File: config.mk
export PLATFORM = sky130hd
export DESIGN_NAME = ring_cellular_automaton_cycle_check_flat
export DESIGN_NICKNAME = d
export VERILOG_FILES = /design/src/design/rca_pkg.sv /design/src/design/rca_in_if.sv /design/src/design/rca_out_if.sv /design/src/design/rca_cfg_if.sv /design/src/design/rca_cell.sv /design/src/design/ring_cellular_automaton_cycle_check.sv /design/src/flat_wrapper.sv
export SDC_FILE = /design/constraint.sdc
export NUM_CORES = 1
export LEC_CHECK = 0
export ABC_AREA = 1
export BUFFER_PORTS_ARGS = -buffer_cell sky130_fd_sc_hd__buf_2
export CAP_MARGIN = 20
export CORE_MARGIN = 4
export CORE_UTILIZATION = 23
export CTS_BUF_LIST = sky130_fd_sc_hd__clkbuf_8
export DETAILED_ROUTE_END_ITERATION = 12
export PLACE_DENSITY = 0.43
export SKIP_CTS_REPAIR_TIMING = 1
export SYNTH_ARGS = -nofsm -noshare
export SYNTH_HDL_FRONTEND = slang
export SYNTH_HIERARCHICAL = 1
export SYNTH_SLANG_ARGS = --single-unit
export TNS_END_PERCENT = 1
File: constraint.sdc
create_clock -name clk -period 6.05 [get_ports clk]
set_clock_uncertainty 0.05 [all_clocks]
set_input_delay 0.605 -clock clk [delete_from_list [all_inputs] [get_ports clk]]
set_output_delay 0.605 -clock clk [all_outputs]
set_load 0.05 [all_outputs]
File: src/design/rca_pkg.sv
`default_nettype none
package rca_pkg;

  // Cell counts and widths of the item fields and registers
  localparam int CELL_MAX   = 64;
  localparam int CELLS_DEF  = 64;
  localparam int WORLD_W    = 64;
  localparam int GEN_W      = 32;
  localparam int RULE_W     = 4;
  localparam int CFG_IDX_W  = 2;
  localparam int CFG_DATA_W = 32;

  localparam logic [RULE_W-1:0] RULE_RESET = 4'd1;
  localparam logic [GEN_W-1:0]  SNAP_RESET = 32'd100000;
  localparam logic [GEN_W-1:0]  GEN_MAX    = 32'hFFFF_FFFF;

  // Operation codes of an input item
  localparam logic FUNC_LOAD = 1'b0;
  localparam logic FUNC_STEP = 1'b1;

  // Configuration register indexes
  typedef enum logic [CFG_IDX_W-1:0] {
    CFG_RULE     = 2'd0,
    CFG_SNAP_GEN = 2'd1
  } cfg_idx_t;

  // Per-cycle control broadcast to every cell
  typedef struct packed {
    logic load;       // take the loaded bit, clear snapshot
    logic step;       // advance one generation
    logic snap_save;  // copy the new world bit into the snapshot
  } cell_ctrl_t;

endpackage
`default_nettype wire

File: src/design/rca_in_if.sv
`default_nettype none
interface rca_in_if;
  import rca_pkg::*;

  logic               valid;
  logic               ready;
  logic               func;
  logic [WORLD_W-1:0] load_cells;

  modport source (output valid, output func, output load_cells, input ready);
  modport sink   (input valid, input func, input load_cells, output ready);
endinterface
`default_nettype wire

File: src/design/rca_out_if.sv
`default_nettype none
interface rca_out_if;
  import rca_pkg::*;

  logic               valid;
  logic               ready;
  logic [WORLD_W-1:0] cells;
  logic [GEN_W-1:0]   generation_now;
  logic               repeat_found;
  logic [GEN_W-1:0]   repeat_at;

  modport source (output valid, output cells, output generation_now,
                  output repeat_found, output repeat_at, input ready);
  modport sink   (input valid, input cells, input generation_now,
                  input repeat_found, input repeat_at, output ready);
endinterface
`default_nettype wire

File: src/design/rca_cfg_if.sv
`default_nettype none
interface rca_cfg_if;
  import rca_pkg::*;

  logic                  valid;
  logic                  ready;
  logic [CFG_IDX_W-1:0]  index;
  logic [CFG_DATA_W-1:0] data;

  modport source (output valid, output index, output data, input ready);
  modport sink   (input valid, input index, input data, output ready);
endinterface
`default_nettype wire

File: src/design/rca_cell.sv
`default_nettype none
module rca_cell (
  input  wire                         clk,
  input  wire                         rst_n,
  input  wire rca_pkg::cell_ctrl_t    ctrl,
  input  wire [rca_pkg::RULE_W-1:0]   rule,
  input  wire                         left_in,
  input  wire                         right_in,
  input  wire                         load_bit,
  output logic                        world_o,
  output logic                        match_o
);
  import rca_pkg::*;

  logic world_r, world_nxt;
  logic snap_r,  snap_nxt;
  logic evolved;

  // Rule lookup from the two neighbors of the previous generation
  assign evolved = rule[{left_in, right_in}];

  always_comb begin
    world_nxt = world_r;
    snap_nxt  = snap_r;
    if (ctrl.load) begin
      world_nxt = load_bit;
      snap_nxt  = 1'b0;
    end else if (ctrl.step) begin
      world_nxt = evolved;
      if (ctrl.snap_save) begin
        snap_nxt = evolved;
      end
    end
  end

  always_ff @(posedge clk) begin
    if (!rst_n) begin
      world_r <= 1'b0;
      snap_r  <= 1'b0;
    end else begin
      world_r <= world_nxt;
      snap_r  <= snap_nxt;
    end
  end

  assign world_o = world_r;
  // New bit against the stored snapshot, for the repeat check
  assign match_o = (evolved == snap_r);

endmodule
`default_nettype wire

File: src/design/ring_cellular_automaton_cycle_check.sv
// Ring cellular automaton: CELLS one-bit cells, each in its own flop with its
// own snapshot bit, advance one generation per step item from their two ring
// neighbors through the 4-bit rule; a load item replaces the world and
// restarts the count. The block takes one item per clock and keeps that rate
// under any stall pattern that lets results drain: an item accepted at one
// edge has its result on the output channel from the next cycle, and a new
// item is taken whenever no result is waiting or the waiting one is taken in
// the same cycle. The clock period is set by the step path: the rule lookup in
// each cell, the AND of all cell match bits, and the saturating 32-bit
// generation increment with its compare against snapshot_generation. Cells
// above CELLS read as zero; configuration writes are taken in any cycle.
`default_nettype none
module ring_cellular_automaton_cycle_check #(
  parameter int CELLS = rca_pkg::CELLS_DEF
) (
  input  wire             clk,
  input  wire             rst_n,
  rca_in_if.sink          in_ch,
  rca_out_if.source       out_ch,
  rca_cfg_if.sink         cfg_ch
);
  import rca_pkg::*;

  logic                  out_valid_r, out_valid_nxt;
  logic [GEN_W-1:0]      gen_r, gen_nxt;
  logic [GEN_W-1:0]      repeat_r, repeat_nxt;
  logic [RULE_W-1:0]     rule_r, rule_nxt;
  logic [GEN_W-1:0]      snap_gen_r, snap_gen_nxt;

  logic                  accept;
  logic                  step_acc;
  logic                  load_acc;
  logic [GEN_W-1:0]      gen_inc;
  logic                  check_en;
  logic                  all_match;
  logic [CELLS-1:0]      world_vec;
  logic [CELLS-1:0]      match_vec;
  cell_ctrl_t            ctrl;

  // Input handshake: free output slot or one being drained
  assign in_ch.ready = !out_valid_r || out_ch.ready;
  assign accept      = in_ch.valid && in_ch.ready;
  assign load_acc    = accept && (in_ch.func == FUNC_LOAD);
  assign step_acc    = accept && (in_ch.func == FUNC_STEP);

  // Saturating generation count for this step
  assign gen_inc = (gen_r == GEN_MAX) ? gen_r : gen_r + GEN_W'(1);

  // Checks run once the snapshot generation is reached and no repeat is held
  assign check_en  = (gen_inc >= snap_gen_r) && (repeat_r == '0);
  assign all_match = &match_vec;

  always_comb begin
    ctrl.load      = load_acc;
    ctrl.step      = step_acc;
    ctrl.snap_save = check_en && (gen_inc == snap_gen_r);
  end

  // Chain of cells closed into a ring
  for (genvar i = 0; i < CELLS; i++) begin : g_cell
    localparam int LEFT  = (i == 0) ? CELLS - 1 : i - 1;
    localparam int RIGHT = (i == CELLS - 1) ? 0 : i + 1;
    rca_cell u_cell (
      .clk      (clk),
      .rst_n    (rst_n),
      .ctrl     (ctrl),
      .rule     (rule_r),
      .left_in  (world_vec[LEFT]),
      .right_in (world_vec[RIGHT]),
      .load_bit (in_ch.load_cells[i]),
      .world_o  (world_vec[i]),
      .match_o  (match_vec[i])
    );
  end

  // Generation counter, repeat record and output valid
  always_comb begin
    gen_nxt       = gen_r;
    repeat_nxt    = repeat_r;
    out_valid_nxt = out_valid_r;
    if (out_ch.valid && out_ch.ready) begin
      out_valid_nxt = 1'b0;
    end
    if (accept) begin
      out_valid_nxt = 1'b1;
    end
    if (load_acc) begin
      gen_nxt    = '0;
      repeat_nxt = '0;
    end else if (step_acc) begin
      gen_nxt = gen_inc;
      if (check_en && (gen_inc != snap_gen_r) && all_match) begin
        repeat_nxt = gen_inc;
      end
    end
  end

  // Configuration register writes
  assign cfg_ch.ready = 1'b1;

  always_comb begin
    rule_nxt     = rule_r;
    snap_gen_nxt = snap_gen_r;
    if (cfg_ch.valid) begin
      unique case (cfg_ch.index)
        CFG_RULE:     rule_nxt     = cfg_ch.data[RULE_W-1:0];
        CFG_SNAP_GEN: snap_gen_nxt = cfg_ch.data[GEN_W-1:0];
        default:      ;
      endcase
    end
  end

  always_ff @(posedge clk) begin
    if (!rst_n) begin
      out_valid_r <= 1'b0;
      gen_r       <= '0;
      repeat_r    <= '0;
      rule_r      <= RULE_RESET;
      snap_gen_r  <= SNAP_RESET;
    end else begin
      out_valid_r <= out_valid_nxt;
      gen_r       <= gen_nxt;
      repeat_r    <= repeat_nxt;
      rule_r      <= rule_nxt;
      snap_gen_r  <= snap_gen_nxt;
    end
  end

  // Result is the state itself; it only changes when an item is accepted
  assign out_ch.valid          = out_valid_r;
  assign out_ch.cells          = WORLD_W'(world_vec);
  assign out_ch.generation_now = gen_r;
  assign out_ch.repeat_found   = (repeat_r != '0);
  assign out_ch.repeat_at      = repeat_r;

endmodule
`default_nettype wire

File: src/flat_wrapper.sv
// flat-port wrapper written by rule: the top's interface ports become plain ports
module ring_cellular_automaton_cycle_check_flat import rca_pkg::*;
#(
  parameter int CELLS = rca_pkg::CELLS_DEF
)
  (clk, rst_n, in_ch_valid, in_ch_func, in_ch_load_cells, in_ch_ready, out_ch_valid, out_ch_cells, out_ch_generation_now, out_ch_repeat_found, out_ch_repeat_at, out_ch_ready, cfg_ch_valid, cfg_ch_index, cfg_ch_data, cfg_ch_ready);
  rca_in_if in_ch_i ();
  rca_out_if out_ch_i ();
  rca_cfg_if cfg_ch_i ();
  input  wire clk;
  input  wire rst_n;
  input wire logic [$bits(in_ch_i.valid)-1:0] in_ch_valid;
  input wire logic [$bits(in_ch_i.func)-1:0] in_ch_func;
  input wire logic [$bits(in_ch_i.load_cells)-1:0] in_ch_load_cells;
  output wire logic [$bits(in_ch_i.ready)-1:0] in_ch_ready;
  output wire logic [$bits(out_ch_i.valid)-1:0] out_ch_valid;
  output wire logic [$bits(out_ch_i.cells)-1:0] out_ch_cells;
  output wire logic [$bits(out_ch_i.generation_now)-1:0] out_ch_generation_now;
  output wire logic [$bits(out_ch_i.repeat_found)-1:0] out_ch_repeat_found;
  output wire logic [$bits(out_ch_i.repeat_at)-1:0] out_ch_repeat_at;
  input wire logic [$bits(out_ch_i.ready)-1:0] out_ch_ready;
  input wire logic [$bits(cfg_ch_i.valid)-1:0] cfg_ch_valid;
  input wire logic [$bits(cfg_ch_i.index)-1:0] cfg_ch_index;
  input wire logic [$bits(cfg_ch_i.data)-1:0] cfg_ch_data;
  output wire logic [$bits(cfg_ch_i.ready)-1:0] cfg_ch_ready;
  assign in_ch_i.valid = in_ch_valid;
  assign in_ch_i.func = in_ch_func;
  assign in_ch_i.load_cells = in_ch_load_cells;
  assign in_ch_ready = in_ch_i.ready;
  assign out_ch_valid = out_ch_i.valid;
  assign out_ch_cells = out_ch_i.cells;
  assign out_ch_generation_now = out_ch_i.generation_now;
  assign out_ch_repeat_found = out_ch_i.repeat_found;
  assign out_ch_repeat_at = out_ch_i.repeat_at;
  assign out_ch_i.ready = out_ch_ready;
  assign cfg_ch_i.valid = cfg_ch_valid;
  assign cfg_ch_i.index = cfg_ch_index;
  assign cfg_ch_i.data = cfg_ch_data;
  assign cfg_ch_ready = cfg_ch_i.ready;
  ring_cellular_automaton_cycle_check #(.CELLS(CELLS)) u_core (.clk(clk), .rst_n(rst_n), .in_ch(in_ch_i), .out_ch(out_ch_i), .cfg_ch(cfg_ch_i));
endmodule
==> reports/results.env, run 1 <==
WORSTREG2REGEND='u_core/g_cell[32].u_cell/snap_r$_SDFFE_PP0P_'
REPORT.FINAL.SETUP_VIOL=0
FMAXACHIEVABLE_GHz=0.220
SYNTH_FF_TYPE='sky130_fd_sc_hd__dfxtp_1'
SYNTH.FF_LATCH_COUNT=229
FINISH.NET_COUNT=2846
MULTI_INPUT_AREA_UM2=9940
ROUTEDWLPERCELL_UM=15.1
UNREPAIRED_SETUP_ENDPOINTS_AFTER_GLOBAL_ROUTING='no'
FINAL-SEQ-AREA_UM2=4590
SYN_AREA_UM2=16500
ANTENNA_VIOLATIONS_BEFORE_REPAIR=4
HOLDPATHSTAGES=3
PATH_DEPTH=25
SETUP_TOTAL_NEGATIVE_SLACK_NS=0
CRIT_TOP_CELL='sky130_fd_sc_hd__nand2_1'
SOURCE_OF_THE_WORST_REGISTER_TO_REGISTER_TIMING_PATH='u_core/out_ch.generation_now[0]$_SDFFE_PP0P_'
TIMING.CRITICAL_PATH.ARRIVAL_NS=5.01
SYN_NETS=2574
CTS_SINKS=229
SYNTH.AREA.TOP_CELLS='sky130_fd_sc_hd__dfxtp_1 28%, sky130_fd_sc_hd__nand2_1 11%, sky130_fd_sc_hd__inv_1 9.4%, sky130_fd_sc_hd__a21oi_1 7.8%, sky130_fd_sc_hd__nand3_2 7.8%'
P_LEAK_uW=0.0100
YOSYSWARNINGCOUNT=6
WORST_MIN_DELAY_PATH_ENDPOINT='u_core/snap_gen_r[10]$_SDFFE_PN1P_'
CP_TOP_FAMILY='simple AND/OR/NAND/NOR gates'
RUN_STATUS='completed'
CTS.HTREE.LEVELS=2
POSTLAYOUTCOREUTIL_PCT=28.2
PLACED_CELLS_INCL_TAPS=3598
TIMING.SETUP.CRITICAL_PATH_CLASS='reg2reg'
DETAIL_ROUTE.ITER0.VIOLATIONS=697
SYNTH.LIB_CELLS_USED.DISTINCT=41
GPL.FINAL_WEIGHTED_CONGESTION=0.801
WORST_PATH_SETUP_SLACK_AFTER_ROUTING_NS=1.50
TIMING_HOLD_VIOLATIONS_FINAL=0
SYNTH-EDFF-COUNT=0
AREAGROWTHSYNTHTOFINISH_PCT=20.6
HOLD_CLASS='in2reg'
CORE-AREA_UM2=70600
FLOORPLAN.INITIALDENSITY_PCT=23.4
CTS.ROOT.BUFFER_CELL='sky130_fd_sc_hd__clkbuf_8'
SYNTHESIS.AREA_PER_INSTANCE_UM2=6.78
RESIDUAL_DRC=0
LAYOUTNONFILLERINSTCOUNT=3686
GRT_PASS1_VIAS=14892
WIRELENGTH_MM=55.8
CRIT_SLOWEST_CELL='sky130_fd_sc_hd__buf_4'
REQUIRED_NS=6.51
DRT.ANTENNA.VIOLATING_NETS=0
FF2FF_PATH_DEPTH=25
BUFFER_PORTS.INSERTED=234
GRT.OVERFLOW.TOTAL=0
SHARE_OF_THE_YOSYS_CHIP_AREA_BELONGING_TO_REGISTERS_PCT=27.8
CRITICAL_PATH_LAUNCH_POINT='u_core/out_ch.generation_now[0]$_SDFFE_PP0P_'
POSTSYNTHCELLCOUNT=2437
WORST_SETUP_HOLD_PATH_CLK_SLEW_NS=0.06
NUM_VIAS=15423
AVGVIACOUNTPERCELL=4.18
DR.PASS1.ITERS=5
GRT_FIRST_PASS_WIRELENGTH_MM=86.8
TIMING.FINAL.CRIT_PERIOD_NS=4.55
PLACE.DETAILED.HPWL_MM=39.7
STARTPOINT_TYPE='register'
WORSTHOLDSTART='cfg_ch_data[10]'
FLOORPLAN.DIE_AREA_UM2=76200
POST-SYNTH-TOP-AREA-FRACTION_PCT=27.8
POST-SYNTH-TOP-AREA-CELL='sky130_fd_sc_hd__dfxtp_1'
CLOCK_TREE_FROM_TRITONCTS='built'
DIEHEIGHT_UM=276
TIMING.SLEW.HEADROOM_PCT=27.6
FILL_CELLS=7900
WORST-PATH-BUF-INV=4
IO_PINS=236
ASYNC_RESET_FF_SHARE_PCT=0
VDD_IR_DROP_MAX_V=0.000140
PATH_MAX_FANOUT=64
FINALMAXSLEWVIOLATIONS=0
ROWS=97
WORST_SLEW_PIN_SLEW_NS=1.09
GRTUSAGETOTAL_PCT=14.4
NUMCTSBUFFERS=49
MAXCAPVIOLATIONS=0
REG2REG_SETUP_SLACK_NS=1.50
POST_ROUTE_CELLS_DRIVE_ABOVE_1_SHARE_PCT=30.8
CTS-ROOT-TO-SINK-BUFFERS=3
CRIT_PATH_MAX_INCR_DELAY_NS=0.68
PLACEMENT.SETUP.WORST_SLACK_NS=1.47
FINAL_MIN_PERIOD_OVER_CLOCK_PERIOD_PCT=75.2
TIMING.CRITICAL_PATH.TO_TYPE='register'
DIE_WIDTH_UM=276
P_PER_CELL_AREA_nW_PER_UM2=229
CLK-INSERTION-DELAY-LATE_NS=0.63
GRT_START_MAX_NET_PINS=94
[area by class of cell]
type	count	share of cell area, %
Antenna cell	1	0.0126
Clock buffer	60	4.15
Clock inverter	27	0.810
Inverter	493	9.32
Multi-Input combinational cell	1684	49.9
Sequential cell	229	23.1
Tap cell	940	5.91
Timing Repair Buffer	252	6.84
[flip-flops by register name, indices dropped and copies added (netlist names)]
| signal | flops |
|---|---|
| u_core/rule_r | 4 |
| u_core/out_ch.generation_now | 32 |
| u_core/out_ch.valid | 1 |
| u_core/g_cell.u_cell/snap_r | 64 |
| u_core/snap_gen_r | 32 |
| u_core/out_ch.repeat_at | 32 |
| u_core/g_cell.u_cell/world_o | 64 |
[report_power, final]
part / switching [µW] / internal [µW]
logic: 749 / 359
clock network: 797 / 941
registers: 148 / 1580
total: 1690 / 2870
[metal layers]
| metal | part of all wire [%] | GRT usage (%) | up-vias |
|---|---|---|---|
| li1 | - | - | 8176 |
| met1 | 47 | 19.5 | 6874 |
| met2 | 45 | 23.5 | 306 |
| met3 | 5.8 | 3.37 | 65 |
| met4 | 1.8 | 2.99 | 2 |
| met5 | 0.023 | 0 | - |
[synthesized netlist by cell type (8+ instances only)]
| cell type | n |
|---|---|
| sky130_fd_sc_hd__o21ai_1 | 8 |
| sky130_fd_sc_hd__ha_1 | 33 |
| sky130_fd_sc_hd__nand4_1 | 16 |
| sky130_fd_sc_hd__o21bai_1 | 64 |
| sky130_fd_sc_hd__a21oi_2 | 9 |
| sky130_fd_sc_hd__nor3_1 | 10 |
| sky130_fd_sc_hd__nand3_2 | 129 |
| sky130_fd_sc_hd__clkbuf_1 | 21 |
| sky130_fd_sc_hd__nand2_2 | 194 |
| sky130_fd_sc_hd__xor2_1 | 10 |
| sky130_fd_sc_hd__a21oi_1 | 259 |
| sky130_fd_sc_hd__nand3_1 | 84 |
| sky130_fd_sc_hd__nor2_2 | 19 |
| sky130_fd_sc_hd__o211ai_1 | 10 |
| sky130_fd_sc_hd__o21ai_0 | 117 |
| sky130_fd_sc_hd__nand2_1 | 493 |
| sky130_fd_sc_hd__nor2_1 | 137 |
| sky130_fd_sc_hd__inv_2 | 79 |
| sky130_fd_sc_hd__inv_1 | 413 |
| sky130_fd_sc_hd__xor2_2 | 64 |
| sky130_fd_sc_hd__dfxtp_1 | 229 |
[metrics by stage]
stage	area [µm²]	power (µW)	hold WS, ns
after CTS	19900	4680	0.103
after global placement	18900	2890	0.406
after detailed placement	18900	2880	0.407
after global routing	19900	4860	0.119
after floorplan	16500	2590	0.385
final	19900	4570	0.173
[kinds of logic (layout without fill, tap and decap cells)]
| kind of cell | Yosys count | count (layout) | share of synthesized area (%) |
|---|---|---|---|
| AND/OR/NAND/NOR | 1101 | 1101 | 34.8 |
| flip-flops | 229 | 229 | 27.8 |
| buffers and inverters | 524 | 832 | 12.2 |
| other | 1 | 2 | 0.0227 |
| XOR/XNOR | 76 | 76 | 6.94 |
| adder cells (fa/ha/maj) | 33 | 33 | 2.50 |
| AO/OA/AOI/OAI | 473 | 473 | 15.8 |
[placed cells by master (no fill, tap or decap), types with 9 or more instances in the layout]
cell,n
sky130_fd_sc_hd__buf_2,233
sky130_fd_sc_hd__o21bai_1,64
sky130_fd_sc_hd__nand2_1,493
sky130_fd_sc_hd__xor2_2,64
sky130_fd_sc_hd__nor3_1,10
sky130_fd_sc_hd__nand3_1,84
sky130_fd_sc_hd__inv_2,79
sky130_fd_sc_hd__ha_1,33
sky130_fd_sc_hd__a21oi_2,9
sky130_fd_sc_hd__nor2_1,135
sky130_fd_sc_hd__buf_4,14
sky130_fd_sc_hd__nand4_1,16
sky130_fd_sc_hd__dfxtp_1,225
sky130_fd_sc_hd__a21oi_1,259
sky130_fd_sc_hd__nand2_2,194
sky130_fd_sc_hd__inv_1,423
sky130_fd_sc_hd__xor2_1,10
sky130_fd_sc_hd__o211ai_1,10
sky130_fd_sc_hd__nand3_2,129
sky130_fd_sc_hd__clkbuf_8,60
sky130_fd_sc_hd__clkinv_2,14
sky130_fd_sc_hd__nor2_2,19
sky130_fd_sc_hd__o21ai_0,117
[worst max-delay path by stage]
stage,end
2_1_floorplan,u_core/g_cell[0].u_cell/world_o$_SDFFE_PN0P_
3_3_place_gp,u_core/g_cell[39].u_cell/snap_r$_SDFFE_PP0P_
3_5_place_dp,u_core/g_cell[26].u_cell/snap_r$_SDFFE_PP0P_
4_1_cts,u_core/g_cell[32].u_cell/snap_r$_SDFFE_PP0P_
5_1_grt,u_core/g_cell[42].u_cell/snap_r$_SDFFE_PP0P_
6_report,u_core/g_cell[32].u_cell/snap_r$_SDFFE_PP0P_
[worst register-to-register path: stages (launching register included)]
cell and delay, ns:
sky130_fd_sc_hd__dfxtp_1 0.35, sky130_fd_sc_hd__ha_1 0.26, sky130_fd_sc_hd__nand2_1 0.12, sky130_fd_sc_hd__nor2_4 0.07
sky130_fd_sc_hd__nand2_4 0.11, sky130_fd_sc_hd__nor2_8 0.06, sky130_fd_sc_hd__nand3_4 0.15, sky130_fd_sc_hd__clkinv_2 0.33
sky130_fd_sc_hd__a21oi_1 0.35, sky130_fd_sc_hd__inv_1 0.13, sky130_fd_sc_hd__ha_1 0.29, sky130_fd_sc_hd__nand2_1 0.05
sky130_fd_sc_hd__nor2_1 0.12, sky130_fd_sc_hd__nand2_1 0.08, sky130_fd_sc_hd__nor2_2 0.17, sky130_fd_sc_hd__nand2_1 0.16
sky130_fd_sc_hd__nand2_1 0.10, sky130_fd_sc_hd__nor2_1 0.06, sky130_fd_sc_hd__nand2_4 0.13, sky130_fd_sc_hd__nand2_1 0.10
sky130_fd_sc_hd__nor2_4 0.09, sky130_fd_sc_hd__buf_4 0.68, sky130_fd_sc_hd__nand2_1 0.17, sky130_fd_sc_hd__inv_1 0.11
sky130_fd_sc_hd__o21bai_1 0.06, sky130_fd_sc_hd__a21oi_1 0.11
Note: power is estimated with default switching activity, not from simulation.
==> run 2: changes to the inputs <==
- clock period: 6.05 -> 4.65 ns (I/O delays scaled with it)
==> run 2 against run 1 <==
Compared with the run above: combinational power increased by 32%; hold slack got worse by 0.15 ns; register-to-register slack got worse by 0.93 ns; critical endpoint is now u_core/g_cell[38].u_cell/snap_r$_SDFFE_PP0P_; largest cell class unchanged.
==> reports/results.env, run 2 (same netlist as run 1, synthesis figures left out) <==
LAYOUT.CELLS.MOST_COMMON='sky130_fd_sc_hd__nand2_1'
REG2REG_SETUP_SLACK_NS=0.57
TIMING.CRITICAL_PATH.TO_TYPE='register'
MOST_USED_CELLS_IN_THE_LAYOUT_EXCLUDING_FILL_AND_TAP_CELLS='493 x sky130_fd_sc_hd__nand2_1, 426 x sky130_fd_sc_hd__inv_1, 258 x sky130_fd_sc_hd__a21oi_1'
GRT_PASS1_VIAS=14990
HOLDPATHSTAGES=3
FLOORPLAN.INITIALDENSITY_PCT=23.4
GRT_START_MAX_NET_PINS=137
UNREPAIRED_SETUP_ENDPOINTS_AFTER_GLOBAL_ROUTING='no'
VDD_IR_DROP_MAX_V=0.000273
FLOORPLAN.DIE_AREA_UM2=76200
AREAGROWTHSYNTHTOFINISH_PCT=22.3
ROUTEDWLPERCELL_UM=15.1
SETUP_TOTAL_NEGATIVE_SLACK_NS=0
SOURCE_OF_THE_WORST_REGISTER_TO_REGISTER_TIMING_PATH='u_core/out_ch.generation_now[0]$_SDFFE_PP0P_'
CP_TOP_FAMILY='simple AND/OR/NAND/NOR gates'
POST_ROUTE_CELLS_DRIVE_ABOVE_1_SHARE_PCT=31.0
CRIT_SLOWEST_CELL='sky130_fd_sc_hd__dfxtp_1'
CTS_SINKS=229
FINAL_MIN_PERIOD_OVER_CLOCK_PERIOD_PCT=87.7
POWER_FRAC_SEQ_PCT=36.5
CLOCKPOWERSHARE_PCT=39.4
TIMING_HOLD_VIOLATIONS_FINAL=0
FMAXACHIEVABLE_GHz=0.245
P_SW_SHARE_PCT=36.0
GRTUSAGETOTAL_PCT=14.3
ANTENNA_VIOLATIONS_BEFORE_REPAIR=5
WORST_SETUP_HOLD_PATH_CLK_SLEW_NS=0.06
FILL_CELLS=7911
TIMING.FINAL.CRIT_PERIOD_NS=4.08
P_PER_CELL_AREA_nW_PER_UM2=302
DIE_WIDTH_UM=276
CRIT_TOP_CELL='sky130_fd_sc_hd__nand2_1'
TIMING.CRITICAL_PATH.ARRIVAL_NS=4.54
DR.PASS1.ITERS=5
WORSTREG2REGEND='u_core/g_cell[38].u_cell/snap_r$_SDFFE_PP0P_'
DRT.ANTENNA.VIOLATING_NETS=0
CELLINTERNALPOWER_uW=3900
FINISH.NET_COUNT=2862
WORST_SLEW_PIN_SLEW_NS=0.680
FINALMAXSLEWVIOLATIONS=0
FINAL-SEQ-AREA_UM2=4590
PATH_MAX_FANOUT=64
GRT_FIRST_PASS_WIRELENGTH_MM=86.4
CTS.ROOT.BUFFER_CELL='sky130_fd_sc_hd__clkbuf_8'
FF2FF_PATH_DEPTH=25
AVGVIACOUNTPERCELL=4.20
CRIT_PATH_MAX_INCR_DELAY_NS=0.40
CLK-INSERTION-DELAY-LATE_NS=0.65
CORE-AREA_UM2=70600
REQUIRED_NS=5.11
BUFFER_PORTS.INSERTED=234
REPORT.FINAL.SETUP_VIOL=0
WORST-PATH-BUF-INV=4
CTS-ROOT-TO-SINK-BUFFERS=3
TIMING.SLEW.HEADROOM_PCT=54.6
GPL.FINAL_WEIGHTED_CONGESTION=0.820
P_SW_uW=2200
DETAIL_ROUTE.ITER0.VIOLATIONS=805
P_LEAK_uW=0.0101
STARTPOINT_TYPE='register'
CTS.HTREE.LEVELS=2
MAXCAPVIOLATIONS=0
TIMING.SETUP.CRITICAL_PATH_CLASS='reg2reg'
PLACE.DETAILED.HPWL_MM=40.3
WORST_MIN_DELAY_PATH_ENDPOINT='u_core/rule_r[2]$_SDFFE_PN0P_'
POWER_FRAC_COMB_PCT=24.1
NUMCTSBUFFERS=48
RESIDUAL_DRC=0
WIRELENGTH_MM=55.8
FIN_HOLD_WS_NS=0.0193
MULTI_INPUT_AREA_UM2=9950
GRT.OVERFLOW.TOTAL=0
WORSTHOLDSTART='cfg_ch_data[2]'
HOLD_CLASS='in2reg'
ROWS=97
DIEHEIGHT_UM=276
NUM_VIAS=15562
IO_PINS=236
CLOCK_TREE_FROM_TRITONCTS='built'
RUN_STATUS='completed'
==> run 2: changes by cell type in the layout (fill, tap and decap cells not counted), sizes merged <==
cell / previous run / this run
buf: 252 / 265
bufinv: 1 / 4
clkbuf: 60 / 59
clkinv: 15 / 5
clkinvlp: 0 / 1
diode: 1 / 2
dlygate4sd3: 0 / 4
inv: 504 / 509
==> run 2: power groups by stage <==
stage / Combinational, µW / Clock (µW) / Sequential [µW]
CTS: 1490 / 2520 / 2230
floorplan: 873 / 0 / 2470
detailed placement: 1480 / 0 / 2270
finish: 1470 / 2400 / 2230
global route: 1640 / 2600 / 2250
global placement: 1490 / 0 / 2270
==> run 2: layout make-up <==
cell class / instances / area share [%]
multi-input combinational: 1684 / 49.2
sequential: 229 / 22.7
inverter: 493 / 9.20
timing repair buffer: 269 / 7.80
tap: 940 / 5.82
clock buffer: 59 / 4.02
clock inverter: 26 / 1.15
antenna: 2 / 0.0248
==> run 2: routing by layer <==
layer  routed length (µm)  track usage, %  part of all wire, %  vias up
met5                   34               0                0.061        -
met4                 1270            3.61                  2.3        4
met3                 3370            3.52                  6.0       73
met2                25100            23.5                   45      325
met1                26000            18.9                   47     6964
li1                     -               -                    -     8196
==> run 2: worst max-delay path by stage <==
| stage | from | to | slack, ns | depth (start not counted) |
|---|---|---|---|---|
| floorplan | u_core/out_ch.generation_now[0]$_SDFFE_PP0P_ | u_core/g_cell[0].u_cell/snap_r$_SDFFE_PP0P_ | -0.70 | 25 |
| global placement | u_core/out_ch.generation_now[0]$_SDFFE_PP0P_ | u_core/g_cell[0].u_cell/snap_r$_SDFFE_PP0P_ | 0.34 | 25 |
| detailed placement | u_core/out_ch.generation_now[0]$_SDFFE_PP0P_ | u_core/g_cell[38].u_cell/snap_r$_SDFFE_PP0P_ | 0.34 | 25 |
| CTS | u_core/out_ch.generation_now[0]$_SDFFE_PP0P_ | u_core/g_cell[48].u_cell/snap_r$_SDFFE_PP0P_ | 0.24 | 25 |
| global route | u_core/out_ch.generation_now[0]$_SDFFE_PP0P_ | u_core/g_cell[36].u_cell/snap_r$_SDFFE_PP0P_ | 0.08 | 26 |
| finish | u_core/out_ch.generation_now[0]$_SDFFE_PP0P_ | u_core/g_cell[38].u_cell/snap_r$_SDFFE_PP0P_ | 0.57 | 25 |
==> run 2: worst register-to-register path, stage by stage, from the launching register on <==
cell and delay, ns:
sky130_fd_sc_hd__dfxtp_1 0.40, sky130_fd_sc_hd__ha_1 0.24, sky130_fd_sc_hd__nand2_1 0.11, sky130_fd_sc_hd__nor2_4 0.18, sky130_fd_sc_hd__inv_2 0.08, sky130_fd_sc_hd__nor2_4 0.14, sky130_fd_sc_hd__inv_2 0.07, sky130_fd_sc_hd__nor2_2 0.21
sky130_fd_sc_hd__xor2_1 0.17, sky130_fd_sc_hd__nand2_1 0.19, sky130_fd_sc_hd__ha_1 0.34, sky130_fd_sc_hd__nand2_1 0.06, sky130_fd_sc_hd__nor2_1 0.13, sky130_fd_sc_hd__nand2_1 0.11, sky130_fd_sc_hd__nor2_1 0.15, sky130_fd_sc_hd__nand2_1 0.14
sky130_fd_sc_hd__nand2_1 0.09, sky130_fd_sc_hd__nor2_1 0.06, sky130_fd_sc_hd__nand2_4 0.13, sky130_fd_sc_hd__nand2_1 0.10, sky130_fd_sc_hd__nor2_4 0.12, sky130_fd_sc_hd__buf_12 0.30, sky130_fd_sc_hd__nand2_1 0.15, sky130_fd_sc_hd__inv_1 0.08
sky130_fd_sc_hd__o21bai_1 0.06, sky130_fd_sc_hd__a21oi_1 0.11
==> run 2: stage by stage <==
step / std cells / worst slack (ns) / power [µW] / area (µm²) / util, %
floorplan: 2437 / -0.701 / 3340 / 16500 / -
global placement: 3611 / 0.342 / 3760 / 19100 / 27.0
detailed placement: 3611 / 0.336 / 3750 / 19100 / 27.0
CTS: 3696 / 0.236 / 6240 / 20100 / 28.5
global route: 3700 / 0.0778 / 6480 / 20200 / 28.6
finish: 3702 / 0.570 / 6100 / 20200 / 28.6
==> run 3: changes to the inputs <==
==> constraint.sdc (replaced) <==
create_clock -name clk -period 4.65 [get_ports clk]
set_clock_uncertainty 0.05 [all_clocks]
set_input_delay 0.6975 -clock clk [delete_from_list [all_inputs] [get_ports clk]]
set_output_delay 0.6975 -clock clk [all_outputs]
set_load 0.05 [all_outputs]
==> run 3 against run 2 <==
Compared with the run above: global-route usage up 0.11 points; core utilization up 0.32 points; maximum frequency shrank 1.9%; critical path depth is 1 higher; final cell count rose by 0.43%; sequential share of layout area down 0.25 points; clock power up 5%; combinational power about the same; critical endpoint is now u_core/g_cell[42].u_cell/snap_r$_SDFFE_PP0P_; largest cell class unchanged.
==> reports/results.env, run 3 (same netlist as run 1, synthesis figures left out) <==
BUFFER_PORTS.INSERTED=234
ROWS=97
DR.PASS1.ITERS=5
NUM_VIAS=15647
GRT.OVERFLOW.TOTAL=0
AREAGROWTHSYNTHTOFINISH_PCT=23.6
ROUTEDWLPERCELL_UM=15.1
RUN_STATUS='completed'
PLACEMENT.SETUP.WORST_SLACK_NS=0.312
MAXCAPVIOLATIONS=0
SOURCE_OF_THE_WORST_REGISTER_TO_REGISTER_TIMING_PATH='u_core/out_ch.generation_now[0]$_SDFFE_PP0P_'
DIE_WIDTH_UM=276
RESIDUAL_DRC=0
MOST_USED_CELLS_IN_THE_LAYOUT_EXCLUDING_FILL_AND_TAP_CELLS='493 x sky130_fd_sc_hd__nand2_1, 423 x sky130_fd_sc_hd__inv_1, 259 x sky130_fd_sc_hd__a21oi_1'
FMAXACHIEVABLE_GHz=0.241
POWER_FRAC_SEQ_PCT=35.8
DIEHEIGHT_UM=276
CTS.HTREE.LEVELS=2
TIMING.CRITICAL_PATH.ARRIVAL_NS=4.62
GRTUSAGETOTAL_PCT=14.4
FINAL_MIN_PERIOD_OVER_CLOCK_PERIOD_PCT=89.4
CLK-INSERTION-DELAY-LATE_NS=0.66
PATH_MAX_FANOUT=16
CRIT_TOP_CELL='sky130_fd_sc_hd__nand2_1'
FILL_CELLS=7939
CRIT_PATH_MAX_INCR_DELAY_NS=0.35
REPORT.FINAL.SETUP_VIOL=0
WIRELENGTH_MM=56.0
WORST_SETUP_HOLD_PATH_CLK_SLEW_NS=0.06
WORST_SLEW_PIN_SLEW_NS=0.715
FINALMAXSLEWVIOLATIONS=0
DRT.ANTENNA.VIOLATING_NETS=0
WORST_MIN_DELAY_PATH_ENDPOINT='u_core/snap_gen_r[15]$_SDFFE_PN1P_'
CLOCK_TREE_FROM_TRITONCTS='built'
P_LEAK_uW=0.0102
GRT_FIRST_PASS_WIRELENGTH_MM=87.2
GPL.FINAL_WEIGHTED_CONGESTION=0.806
TIMING.SETUP.CRITICAL_PATH_CLASS='reg2reg'
FINISH.NET_COUNT=2871
CORE-AREA_UM2=70600
STARTPOINT_TYPE='register'
GRT_START_MAX_NET_PINS=95
POWER.TOTAL_uW=6220
REQUIRED_NS=5.11
PLACE.DETAILED.HPWL_MM=41.0
WORST_PATH_SETUP_SLACK_AFTER_ROUTING_NS=0.492
REG2REG_SETUP_SLACK_NS=0.49
HOLD_CLASS='in2reg'
WORSTHOLDSTART='cfg_ch_data[15]'
UNREPAIRED_SETUP_ENDPOINTS_AFTER_GLOBAL_ROUTING='no'
CTS_SINKS=229
IO_PINS=236
CRIT_SLOWEST_CELL='sky130_fd_sc_hd__dfxtp_1'
AVGVIACOUNTPERCELL=4.21
GRT_PASS1_VIAS=15170
TIMING.FINAL.CRIT_PERIOD_NS=4.16
TIMING.SLEW.HEADROOM_PCT=52.3
P_SW_uW=2250
CELLINTERNALPOWER_uW=3980
POWER_FRAC_COMB_PCT=23.6
P_SW_SHARE_PCT=36.1
DESIGN_AREA_UM2=20400
HOLDPATHSTAGES=3
FLOORPLAN.INITIALDENSITY_PCT=23.4
VDD_IR_DROP_MAX_V=0.000172
CP_TOP_FAMILY='simple AND/OR/NAND/NOR gates'
POST_ROUTE_CELLS_DRIVE_ABOVE_1_SHARE_PCT=31.6
PLACE_AREA_UM2=19300
P_PER_CELL_AREA_nW_PER_UM2=305
DETAIL_ROUTE.ITER0.VIOLATIONS=754
TIMING_HOLD_VIOLATIONS_FINAL=0
CTS-ROOT-TO-SINK-BUFFERS=3
WORST-PATH-BUF-INV=5
CRITICAL_PATH_LAUNCH_POINT='u_core/out_ch.generation_now[0]$_SDFFE_PP0P_'
CTS.ROOT.BUFFER_CELL='sky130_fd_sc_hd__clkbuf_8'
LAYOUT.CELLS.MOST_COMMON='sky130_fd_sc_hd__nand2_1'
FF2FF_PATH_DEPTH=26
NUMCTSBUFFERS=51
FLOORPLAN.DIE_AREA_UM2=76200
ANTENNA_VIOLATIONS_BEFORE_REPAIR=5
WORSTREG2REGEND='u_core/g_cell[42].u_cell/snap_r$_SDFFE_PP0P_'
TIMING.CRITICAL_PATH.TO_TYPE='register'
CLOCKPOWERSHARE_PCT=40.5
## run 3: power groups by stage
| stage | sequential [µW] | combinational, µW | clock (µW) |
|---|---|---|---|
| after CTS | 2230 | 1490 | 2650 |
| after floorplan | 2470 | 873 | 0 |
| after global routing | 2250 | 1640 | 2720 |
| after global placement | 2280 | 1490 | 0 |
| after detailed placement | 2280 | 1490 | 0 |
| final | 2230 | 1470 | 2520 |
## run 3: through the flow
stage / util (%) / cells / hold WS, ns / setup TNS [ns]
after CTS: 28.9 / 3715 / 0.160 / 0
after floorplan: - / 2437 / 0.385 / -44.89
after global placement: 27.3 / 3620 / 0.405 / 0
after detailed placement: 27.3 / 3620 / 0.406 / 0
final: 28.9 / 3718 / 0.229 / 0
after global routing: 28.9 / 3716 / 0.210 / 0
## run 3: worst min-delay path: stages
cell and delay (ns):
sky130_fd_sc_hd__buf_2 0.09, sky130_fd_sc_hd__nand2_1 0.05, sky130_fd_sc_hd__o211ai_1 0.07
## run 3: routing by layer
layer,track usage [%],share of wire [%],routed length [µm],vias to the layer above
met3,3.52,6.4,3570,87
met1,19.1,46,26000,7023
li1,-,-,-,8208
met2,23.5,45,25000,325
met5,0,0.048,27,-
met4,3.94,2.6,1450,4
## run 3: layout make-up
type                    instances  area [µm²]  area share [%]
repair buffers                275        1710            8.38
inverters                     493        1860            9.09
clock buffers                  69         950            4.65
clock inverters                26         188           0.919
flip-flops and latches        229        4590            22.5
well taps                     940        1180            5.76
multi-input cells            1684        9940            48.7
diodes                          2        5.00          0.0245
## run 3: worst max-delay path by stage
stage | slack, ns | to | cells past startpoint
2_1_floorplan | -0.70 | u_core/g_cell[0].u_cell/snap_r$_SDFFE_PP0P_ | 25
3_3_place_gp | 0.39 | u_core/g_cell[0].u_cell/snap_r$_SDFFE_PP0P_ | 25
3_5_place_dp | 0.31 | u_core/g_cell[7].u_cell/snap_r$_SDFFE_PP0P_ | 25
4_1_cts | 0.24 | u_core/g_cell[42].u_cell/snap_r$_SDFFE_PP0P_ | 25
5_1_grt | 0.03 | u_core/g_cell[41].u_cell/snap_r$_SDFFE_PP0P_ | 27
6_report | 0.49 | u_core/g_cell[42].u_cell/snap_r$_SDFFE_PP0P_ | 26
